`src/design/nfa_pkg.sv`:
```
// Shared types, constants and sizing helpers for the next-fit ID allocator.
// Used by nfa_scan and next_fit_id_allocator; no dependencies.

package nfa_pkg;

  // Free bitmap word width and the bit-position width inside one word
  localparam int WORD_BITS = 32;
  localparam int BIT_W     = $clog2(WORD_BITS);

  // Fixed port field widths
  localparam int ID_FIELD_W  = 12;
  localparam int TAG_FIELD_W = 16;

  // Parameter defaults
  localparam int DEF_ID_COUNT = 4096;
  localparam int DEF_TAG_BITS = 16;

  typedef enum logic [1:0] {
    MODE_ALLOC = 2'd0,
    MODE_USE   = 2'd1,
    MODE_FREE  = 2'd2,
    MODE_CLEAR = 2'd3
  } mode_t;

  // Result of one word search
  typedef struct packed {
    logic             hit;
    logic [BIT_W-1:0] pos;
  } scan_res_t;

  // Number of bitmap words for a table of n IDs
  function automatic int words_of(int n);
    return (n + WORD_BITS - 1) / WORD_BITS;
  endfunction

  // Word address width, at least one bit
  function automatic int word_aw_of(int n);
    return (words_of(n) > 1) ? $clog2(words_of(n)) : 1;
  endfunction

endpackage

```
`src/design/nfa_scan.sv`:
```
// Word search unit for the next-fit allocator: masks one bitmap word to the
// part of the lap it belongs to and finds its lowest free ID. Uses nfa_pkg.

module nfa_scan import nfa_pkg::*; #(
  parameter int ID_COUNT = DEF_ID_COUNT
) (
  input  logic [word_aw_of(ID_COUNT)-1:0] word,
  input  logic                            phase_b,
  input  logic [$clog2(ID_COUNT)-1:0]     start,
  input  logic [WORD_BITS-1:0]            data,
  output scan_res_t                       res
);

  localparam int WAW = word_aw_of(ID_COUNT);
  localparam int XW  = WAW + BIT_W;

  logic [WORD_BITS-1:0] keep;
  logic [WORD_BITS-1:0] masked;

  // Phase A covers IDs above the start, phase B covers IDs 1 up to just below the start
  always_comb begin
    logic [XW-1:0] s_x;
    logic [XW-1:0] idx;
    s_x = XW'(start);
    for (int b = 0; b < WORD_BITS; b++) begin
      idx = {word, BIT_W'(b)};
      if (phase_b) begin
        keep[b] = (idx < s_x) && (idx != '0);
      end else begin
        keep[b] = (idx > s_x) && (idx <= XW'(ID_COUNT - 1));
      end
    end
  end

  assign masked = data & keep;

  // Lowest set bit wins
  always_comb begin
    res.hit = |masked;
    res.pos = '0;
    for (int b = WORD_BITS - 1; b >= 0; b--) begin
      if (masked[b]) begin
        res.pos = BIT_W'(b);
      end
    end
  end

endmodule

```
`config.mk`:
```
export PLATFORM = sky130hd
export DESIGN_NAME = nfa_scan
export DESIGN_NICKNAME = d
export VERILOG_FILES = /design/src/design/nfa_pkg.sv /design/src/design/nfa_scan.sv
export SDC_FILE = /design/constraint.sdc
export NUM_CORES = 1
export LEC_CHECK = 0
export ABC_AREA = 1
export BUFFER_PORTS_ARGS = -buffer_cell sky130_fd_sc_hd__buf_4
export CAP_MARGIN = 20
export CORE_ASPECT_RATIO = 1.5
export CORE_MARGIN = 2
export CORE_UTILIZATION = 45
export DETAILED_ROUTE_END_ITERATION = 12
export PLACE_DENSITY = 0.75
export SLEW_MARGIN = 25
export SYNTH_ARGS = -nofsm -noshare
export SYNTH_HDL_FRONTEND = slang
export SYNTH_SLANG_ARGS = --single-unit
```
`constraint.sdc`:
```
create_clock -name vclk -period 11.3
set_clock_uncertainty 0.2 [all_clocks]
set_input_delay 2.26 -clock vclk [all_inputs]
set_output_delay 2.26 -clock vclk [all_outputs]
set_load 0.03 [all_outputs]
```
==> run_results.csv, run 1 <==
group,metric,value,unit
clock_network,hold_buffers,0,
pwr,swShare,0.616,
worst_hold_path,min_path_type,"input port to primary output",
yosys,synthCells,332,
die,ios,58,
timing,hold_viol,0,
die,rows,27,
pwr,cellLeakagePower,1.15,nW
worst_setup_path,slowest_delay,0.34,ns
yosys,synth_area_leaders,"nand2_1 (25%), o21ai_0 (9.7%), nor2_1 (8.4%), o211ai_1 (7.9%), inv_1 (7.1%)",
yosys,yosys.area.top_type,"nand2_1",
pwr,power_switching,0.0000711,W
global_routing,grt_pass1_wl,9970,µm
worst_setup_path,cp_top_family,"simple AND/OR/NAND/NOR gates",
detailed_routing,drtAntennaViolNets,0,
detailed_routing,drc,0,
die,die_h,79.3,µm
pwr,powerDensity,53.7,nW/µm²
layout,n_antenna_cell,0,
detailed_routing,vias,2314,
yosys,synth_top_area_share,0.247,
yosys,netlist_area,1700,µm²
detailed_routing,drtIter0Drc,39,
yosys,yosysSeqAreaShare,0,
placed_design,dpl.hpwl,5180,µm
detailed_routing,vias_per_cell,5.46,
global_routing,gr-total-overflow,0,
outcome,status,"finished clean",
pwr,p_int,0.0000443,W
yosys,synth_cell_types,44,
pwr,ir_drop,0.0000343,V
timing,rsz0062_at_grt,"false",
worst_setup_path,worstPathRequired,8.84,ns
layout,fin_nets,443,
global_routing,track_usage,0.301,
pwr,p_clk_frac,0,
timing,fin_crit_sh,0.700,
worst_setup_path,endpoint_kind,"primary output",
worst_setup_path,crit_fanout,9,
pwr,pwr-share-seq,0,
timing,drv_slew,0,
worst_setup_path,cp_num_buf_inv,3,
timing,final.min_clock_period,7.91,ns
yosys,synth_fp_nets,392,
detailed_routing,drtPass1Iterations,4,
yosys,yosysWarnings,0,
detailed_routing,totalWireLength,5920,µm
worst_setup_path,start_kind,"input port",
layout,drive_gt1_frac,0.228,
yosys,avgSynthCellArea,5.13,µm²
flow_run,drv_cap,0,
layout,num-fill-cells,419,
worst_setup_path,cp_common_cell,"nand2_1",
die,core,3650,µm²
worst_setup_path,worstPathArrival,5.45,ns
die,die_x,54.2,µm
timing,fmax,126,MHz
timing,worst_slew_pin_slew,0.843,ns
layout,final_common_cell,"nand2_1",
timing,setup_tns,0,ns
placed_design,io_buffer_count,58,
layout,multi_input_area,1500,µm²
die,die_area,4300,µm²
pwr,pwr-share-comb,1.000,
clock_network,postCtsSetupBuffers,0,
layout,register_area,0,µm²
layout,final_cell_mix,"nand2_1 (112), buf_4 (58), nor2_1 (38)",
pwr,total_power,0.000115,W
placed_design,place_congestion,1.00,
timing,slew_headroom,0.437,
detailed_routing,post_drt_wl_per_cell,14.0,µm
timing,setup_viol,0,
clock_network,ctsResizeCount,0,
worst_setup_path,crit_slowest_cell,"ha_1",
die,start_util,0.467,
global_routing,grt_pass1_vias,2266,
layout,seq_cells,0,
global_routing,antenna_found_initial,0,
worst_setup_path,criticalPathCategory,"input port to primary output",
layout,final.clkbuf_count,0,
global_routing,grt_max_degree,31,
layout,area_growth,26.3,%
## layer usage
layer	track usage	up-vias	wire length (µm)
li1	-	1207	-
met1	0.353	1020	2340
met2	0.566	75	3200
met3	0.00376	12	205
met4	0.0850	0	167
met5	0	-	0
## cell type report
type	instances	area share
inverter	42	0.0756
timing repair buffer	58	0.202
tap	43	0.0250
multi-input combinational	281	0.697
## power groups by stage
stage	logic, W	registers (W)	clock network [W]
final	0.000115	0	0
after global routing	0.000131	0	0
after CTS	0.000116	0	0
after detailed placement	0.000115	0	0
after global placement	0.000115	0	0
after floorplan	0.0000798	0	0
## worst paths after layout
kind / start / endpoint / slack [ns] / cells after the start
min: data[1] / res[0] / 4.79 / 4
max: word[6] / res[0] / 3.39 / 35
## cell families after synthesis
family	after synthesis	share of synthesized area
compound gates	83	0.307
xor+xnor	5	0.0257
simple gates	185	0.489
buf+inv	51	0.120
fa+ha+maj	8	0.0588
## synthesized netlist by cell type, types with 2 or more instances
library cell	number
nand3_1	12
inv_1	32
clkbuf_1	3
clkinv_1	2
buf_1	2
nand2_2	2
nand4_1	2
inv_2	7
nor3_1	2
ha_1	8
a21oi_2	2
nand2_4	5
xor2_1	5
nor2_1	38
nand3_2	2
o21bai_1	2
a31oi_1	6
o211ai_1	18
a21oi_1	9
o21ai_0	33
nor2_2	4
buf_2	3
nand2_1	112
## worst min-delay path, stage by stage
cell	delay (ns)
buf_4	0.11
o211ai_1	0.14
a21oi_2	0.07
buf_4	0.16
## metrics by stage
step                      hold slack, ns   util  worst slack (ns)  cells  area, µm²
final                               4.79  0.590              3.39    424       2150
after global routing                4.83  0.590              2.89    424       2150
after CTS                           4.80  0.590              3.38    424       2150
after detailed placement            4.79  0.590              3.39    424       2150
after global placement              4.79  0.590              3.38    424       2150
after floorplan                     4.57      -              3.84    332       1700
Power figures use the tool's default switching activity.
==> run 2: changes to the inputs <==
--- a/config.mk
+++ b/config.mk
@@ -12,7 +12,7 @@
 export CORE_MARGIN = 2
 export CORE_UTILIZATION = 45
 export DETAILED_ROUTE_END_ITERATION = 12
-export PLACE_DENSITY = 0.75
+export PLACE_DENSITY = 0.78
 export SLEW_MARGIN = 25
 export SYNTH_ARGS = -nofsm -noshare
 export SYNTH_HDL_FRONTEND = slang
==> constraint.sdc (replaced) <==
create_clock -name vclk -period 6.95
set_clock_uncertainty 0.2 [all_clocks]
set_input_delay 1.39 -clock vclk [all_inputs]
set_output_delay 1.39 -clock vclk [all_outputs]
set_load 0.03 [all_outputs]
==> run_results.csv, run 2 (synthesis results as in run 1) <==
group,metric,value,unit
worst_setup_path,cp_top_family,"simple AND/OR/NAND/NOR gates",
global_routing,track_usage,0.311,
layout,fin_util,0.592,
global_routing,gr-total-overflow,0,
timing,setup_tns,0,ns
placed_design,dpl_cell_area,2160,µm²
pwr,powerDensity,88.4,nW/µm²
layout,seq_cells,0,
placed_design,dpl.hpwl,5420,µm
layout,area_growth,26.7,%
detailed_routing,drtIter0Drc,72,
layout,drive_gt1_frac,0.230,
layout,final_cell_mix,"nand2_1 (112), buf_4 (59), nor2_1 (38)",
detailed_routing,drtAntennaViolNets,0,
worst_setup_path,endpoint_kind,"primary output",
timing,drv_slew,0,
timing,rsz0062_at_grt,"false",
placed_design,pre_cts_ws,0.779,ns
worst_setup_path,criticalPathCategory,"input port to primary output",
detailed_routing,drtPass1Iterations,4,
die,rows,27,
layout,final.clkbuf_count,0,
detailed_routing,totalWireLength,6280,µm
detailed_routing,post_drt_wl_per_cell,14.8,µm
timing,fin_crit_sh,0.888,
layout,design_area,2160,µm²
timing,layout_setup_ws,0.777,ns
detailed_routing,vias,2386,
pwr,ir_drop,0.0000704,V
worst_setup_path,cp_common_cell,"nand2_1",
die,start_util,0.467,
worst_setup_path,slowest_delay,0.34,ns
timing,final.min_clock_period,6.17,ns
timing,hold_viol,0,
placed_design,place_congestion,0.996,
outcome,status,"finished clean",
pwr,pwr-share-seq,0,
clock_network,hold_buffers,0,
layout,n_antenna_cell,0,
layout,final_common_cell,"nand2_1",
detailed_routing,vias_per_cell,5.61,
placed_design,io_buffer_count,58,
timing,hold_ws,3.05,ns
die,core,3650,µm²
pwr,power_switching,0.000118,W
worst_hold_path,min_path_type,"input port to primary output",
clock_network,postCtsSetupBuffers,0,
global_routing,grt_pass1_wl,10200,µm
flow_run,drv_cap,0,
die,die_area,4300,µm²
die,die_h,79.3,µm
pwr,cellLeakagePower,1.15,nW
timing,worst_slew_pin_slew,0.683,ns
die,die_x,54.2,µm
worst_setup_path,worstPathRequired,5.36,ns
timing,fmax,162,MHz
global_routing,grt_pass1_vias,2292,
worst_setup_path,cp_num_buf_inv,3,
clock_network,ctsResizeCount,0,
layout,fin_nets,444,
timing,setup_viol,0,
global_routing,grt_max_degree,21,
die,ios,58,
pwr,p_clk_frac,0,
worst_setup_path,start_kind,"input port",
worst_setup_path,worstPathArrival,4.58,ns
worst_setup_path,crit_fanout,9,
worst_setup_path,crit_slowest_cell,"ha_1",
layout,register_area,0,µm²
detailed_routing,drc,0,
pwr,swShare,0.619,
pwr,pwr-share-comb,1.000,
timing,slew_headroom,0.539,
global_routing,antenna_found_initial,0,
pwr,p_int,0.0000726,W
## run 2: cell types whose count changed in the layout (fill, tap and decap cells not counted), sizes merged
cell,before,now
buf,58,59
## run 2: layer usage
| metal | wire, µm | track usage | vias to the layer above |
|---|---|---|---|
| li1 | - | - | 1207 |
| met1 | 2380 | 0.333 | 1074 |
| met2 | 3270 | 0.558 | 83 |
| met3 | 276 | 0.0338 | 22 |
| met4 | 353 | 0.168 | 0 |
| met5 | 0 | 0 | - |
## run 2: tightest hold or removal path, cell delays in order
cell	delay (ns)
buf_4	0.11
o211ai_1	0.13
a21oi_2	0.07
buf_4	0.16
## run 2: final timing paths
path     from     end  slack, ns  cells after the start
max   word[6]  res[0]       0.78                     35
min   data[1]  res[0]       3.05                      4
## run 2: power by group through the flow
stage	clock network (W)	logic (W)	registers [W]
after floorplan	0	0.000130	0
after global placement	0	0.000188	0
after detailed placement	0	0.000190	0
after CTS	0	0.000190	0
after global routing	0	0.000215	0
final	0	0.000191	0
## run 2: layout make-up
type / instances / area, µm²
Multi-Input combinational cell: 281 / 1500
Inverter: 42 / 163
Fill cell: 400 / 1490
Timing Repair Buffer: 59 / 443
Tap cell: 43 / 53.8
## run 2: through the flow
step / instances / power [W]
2_1_floorplan: 332 / 0.000130
3_3_place_gp: 425 / 0.000188
3_5_place_dp: 425 / 0.000190
4_1_cts: 425 / 0.000190
5_1_grt: 425 / 0.000215
6_report: 425 / 0.000191
==> run 3: changes to the inputs <==
==> constraint.sdc (replaced) <==
create_clock -name vclk -period 6.95
set_clock_uncertainty 0.2 [all_clocks]
set_input_delay 0.3475 -clock vclk [all_inputs]
set_output_delay 0.3475 -clock vclk [all_outputs]
set_load 0.03 [all_outputs]
==> run_results.csv, run 3 (synthesis results as in run 1) <==
group,metric,value,unit
worst_hold_path,worstHoldEndpoint,"res[0]",
detailed_routing,drtAntennaViolNets,0,
clock_network,ctsResizeCount,0,
pwr,cellLeakagePower,1.15,nW
worst_setup_path,crit_slowest_cell,"ha_1",
detailed_routing,vias_per_cell,5.53,
pwr,pwr-share-comb,1.000,
pwr,powerDensity,87.7,nW/µm²
pwr,power_switching,0.000116,W
detailed_routing,drc,0,
timing,layout_setup_ws,2.84,ns
timing,setup_tns,0,ns
worst_setup_path,start_kind,"input port",
die,core,3650,µm²
timing,slew_headroom,0.410,
die,start_util,0.467,
timing,fmax,243,MHz
die,die_area,4300,µm²
timing,drv_slew,0,
pwr,p_int,0.0000722,W
die,die_x,54.2,µm
worst_setup_path,worstPathArrival,3.56,ns
detailed_routing,post_drt_wl_per_cell,14.2,µm
placed_design,place_congestion,0.993,
die,rows,27,
flow_run,drv_cap,0,
timing,rsz0062_at_grt,"false",
layout,seq_cells,0,
clock_network,postCtsSetupBuffers,0,
pwr,pwr-share-seq,0,
pwr,swShare,0.617,
timing,fin_crit_sh,0.592,
layout,fin_nets,443,
global_routing,grt_pass1_vias,2343,
detailed_routing,vias,2346,
timing,hold_viol,0,
detailed_routing,drtPass1Iterations,4,
layout,n_antenna_cell,0,
timing,setup_viol,0,
worst_hold_path,min_path_type,"input port to primary output",
worst_setup_path,crit_fanout,9,
layout,area_growth,26.3,%
placed_design,pre_cts_ws,2.84,ns
worst_setup_path,endpoint_kind,"primary output",
worst_setup_path,cp_top_family,"simple AND/OR/NAND/NOR gates",
worst_setup_path,criticalPathCategory,"input port to primary output",
global_routing,grt_max_degree,31,
die,die_h,79.3,µm
global_routing,antenna_found_initial,0,
detailed_routing,drtIter0Drc,68,
timing,worst_slew_pin_slew,0.884,ns
worst_setup_path,cp_num_buf_inv,3,
worst_setup_path,worstPathRequired,6.40,ns
pwr,p_clk_frac,0,
layout,drive_gt1_frac,0.228,
global_routing,gr-total-overflow,0,
worst_setup_path,slowest_delay,0.35,ns
clock_network,hold_buffers,0,
worst_hold_path,min-delay-start,"data[1]",
placed_design,io_buffer_count,58,
outcome,status,"finished clean",
placed_design,dpl.hpwl,5190,µm
die,ios,58,
worst_hold_path,hold_depth,4,
timing,final.min_clock_period,4.11,ns
detailed_routing,totalWireLength,6030,µm
layout,final.clkbuf_count,0,
global_routing,grt_pass1_wl,9890,µm
worst_setup_path,cp_common_cell,"nand2_1",
layout,final_common_cell,"nand2_1",
layout,final_cell_mix,"nand2_1 (112), buf_4 (58), nor2_1 (38)",
pwr,ir_drop,0.0000549,V
layout,register_area,0,µm²
global_routing,track_usage,0.299,
## run 3: per-layer routing
layer  vias to the layer above  routed length [µm]  GRT usage
met5                         -                   0          0
met4                         0                 175      0.100
met3                        10                 267     0.0263
met2                        62                3350      0.582
met1                      1058                2240      0.310
li1                       1216                   -          -
## run 3: through the flow
stage / std cells / hold WS [ns] / util / total power [W] / area, µm²
after floorplan: 332 / 0.740 / - / 0.000130 / 1700
after global placement: 424 / 0.953 / 0.590 / 0.000186 / 2150
after detailed placement: 424 / 0.960 / 0.590 / 0.000188 / 2150
after CTS: 424 / 0.961 / 0.590 / 0.000189 / 2150
after global routing: 424 / 1.00 / 0.590 / 0.000212 / 2150
final: 424 / 0.962 / 0.590 / 0.000189 / 2150
## run 3: power groups by stage
stage | Clock (W) | Sequential (W) | Combinational, W
CTS | 0 | 0 | 0.000189
global route | 0 | 0 | 0.000212
global placement | 0 | 0 | 0.000186
detailed placement | 0 | 0 | 0.000188
finish | 0 | 0 | 0.000189
floorplan | 0 | 0 | 0.000130
## run 3: layout make-up
| type | instances | area (µm²) |
|---|---|---|
| fill | 403 | 1500 |
| inverter | 42 | 163 |
| multi-input combinational | 281 | 1500 |
| tap | 43 | 53.8 |
| timing repair buffer | 58 | 435 |
## run 3: how the worst max path moves through the flow
| stage | startpoint | to | slack [ns] | cells after the start |
|---|---|---|---|---|
| after floorplan | start[11] | res[0] | 3.32 | 34 |
| after global placement | word[6] | res[0] | 2.88 | 35 |
| after detailed placement | word[6] | res[0] | 2.84 | 35 |
| after CTS | word[6] | res[0] | 2.83 | 35 |
| after global routing | start[7] | res[0] | 2.46 | 40 |
| final | word[6] | res[0] | 2.84 | 35 |
## run 3: worst min-delay path, delay by kind of cell
family / cells / cell delay (ns)
buf+inv: 2 / 0.27
compound gates: 2 / 0.20
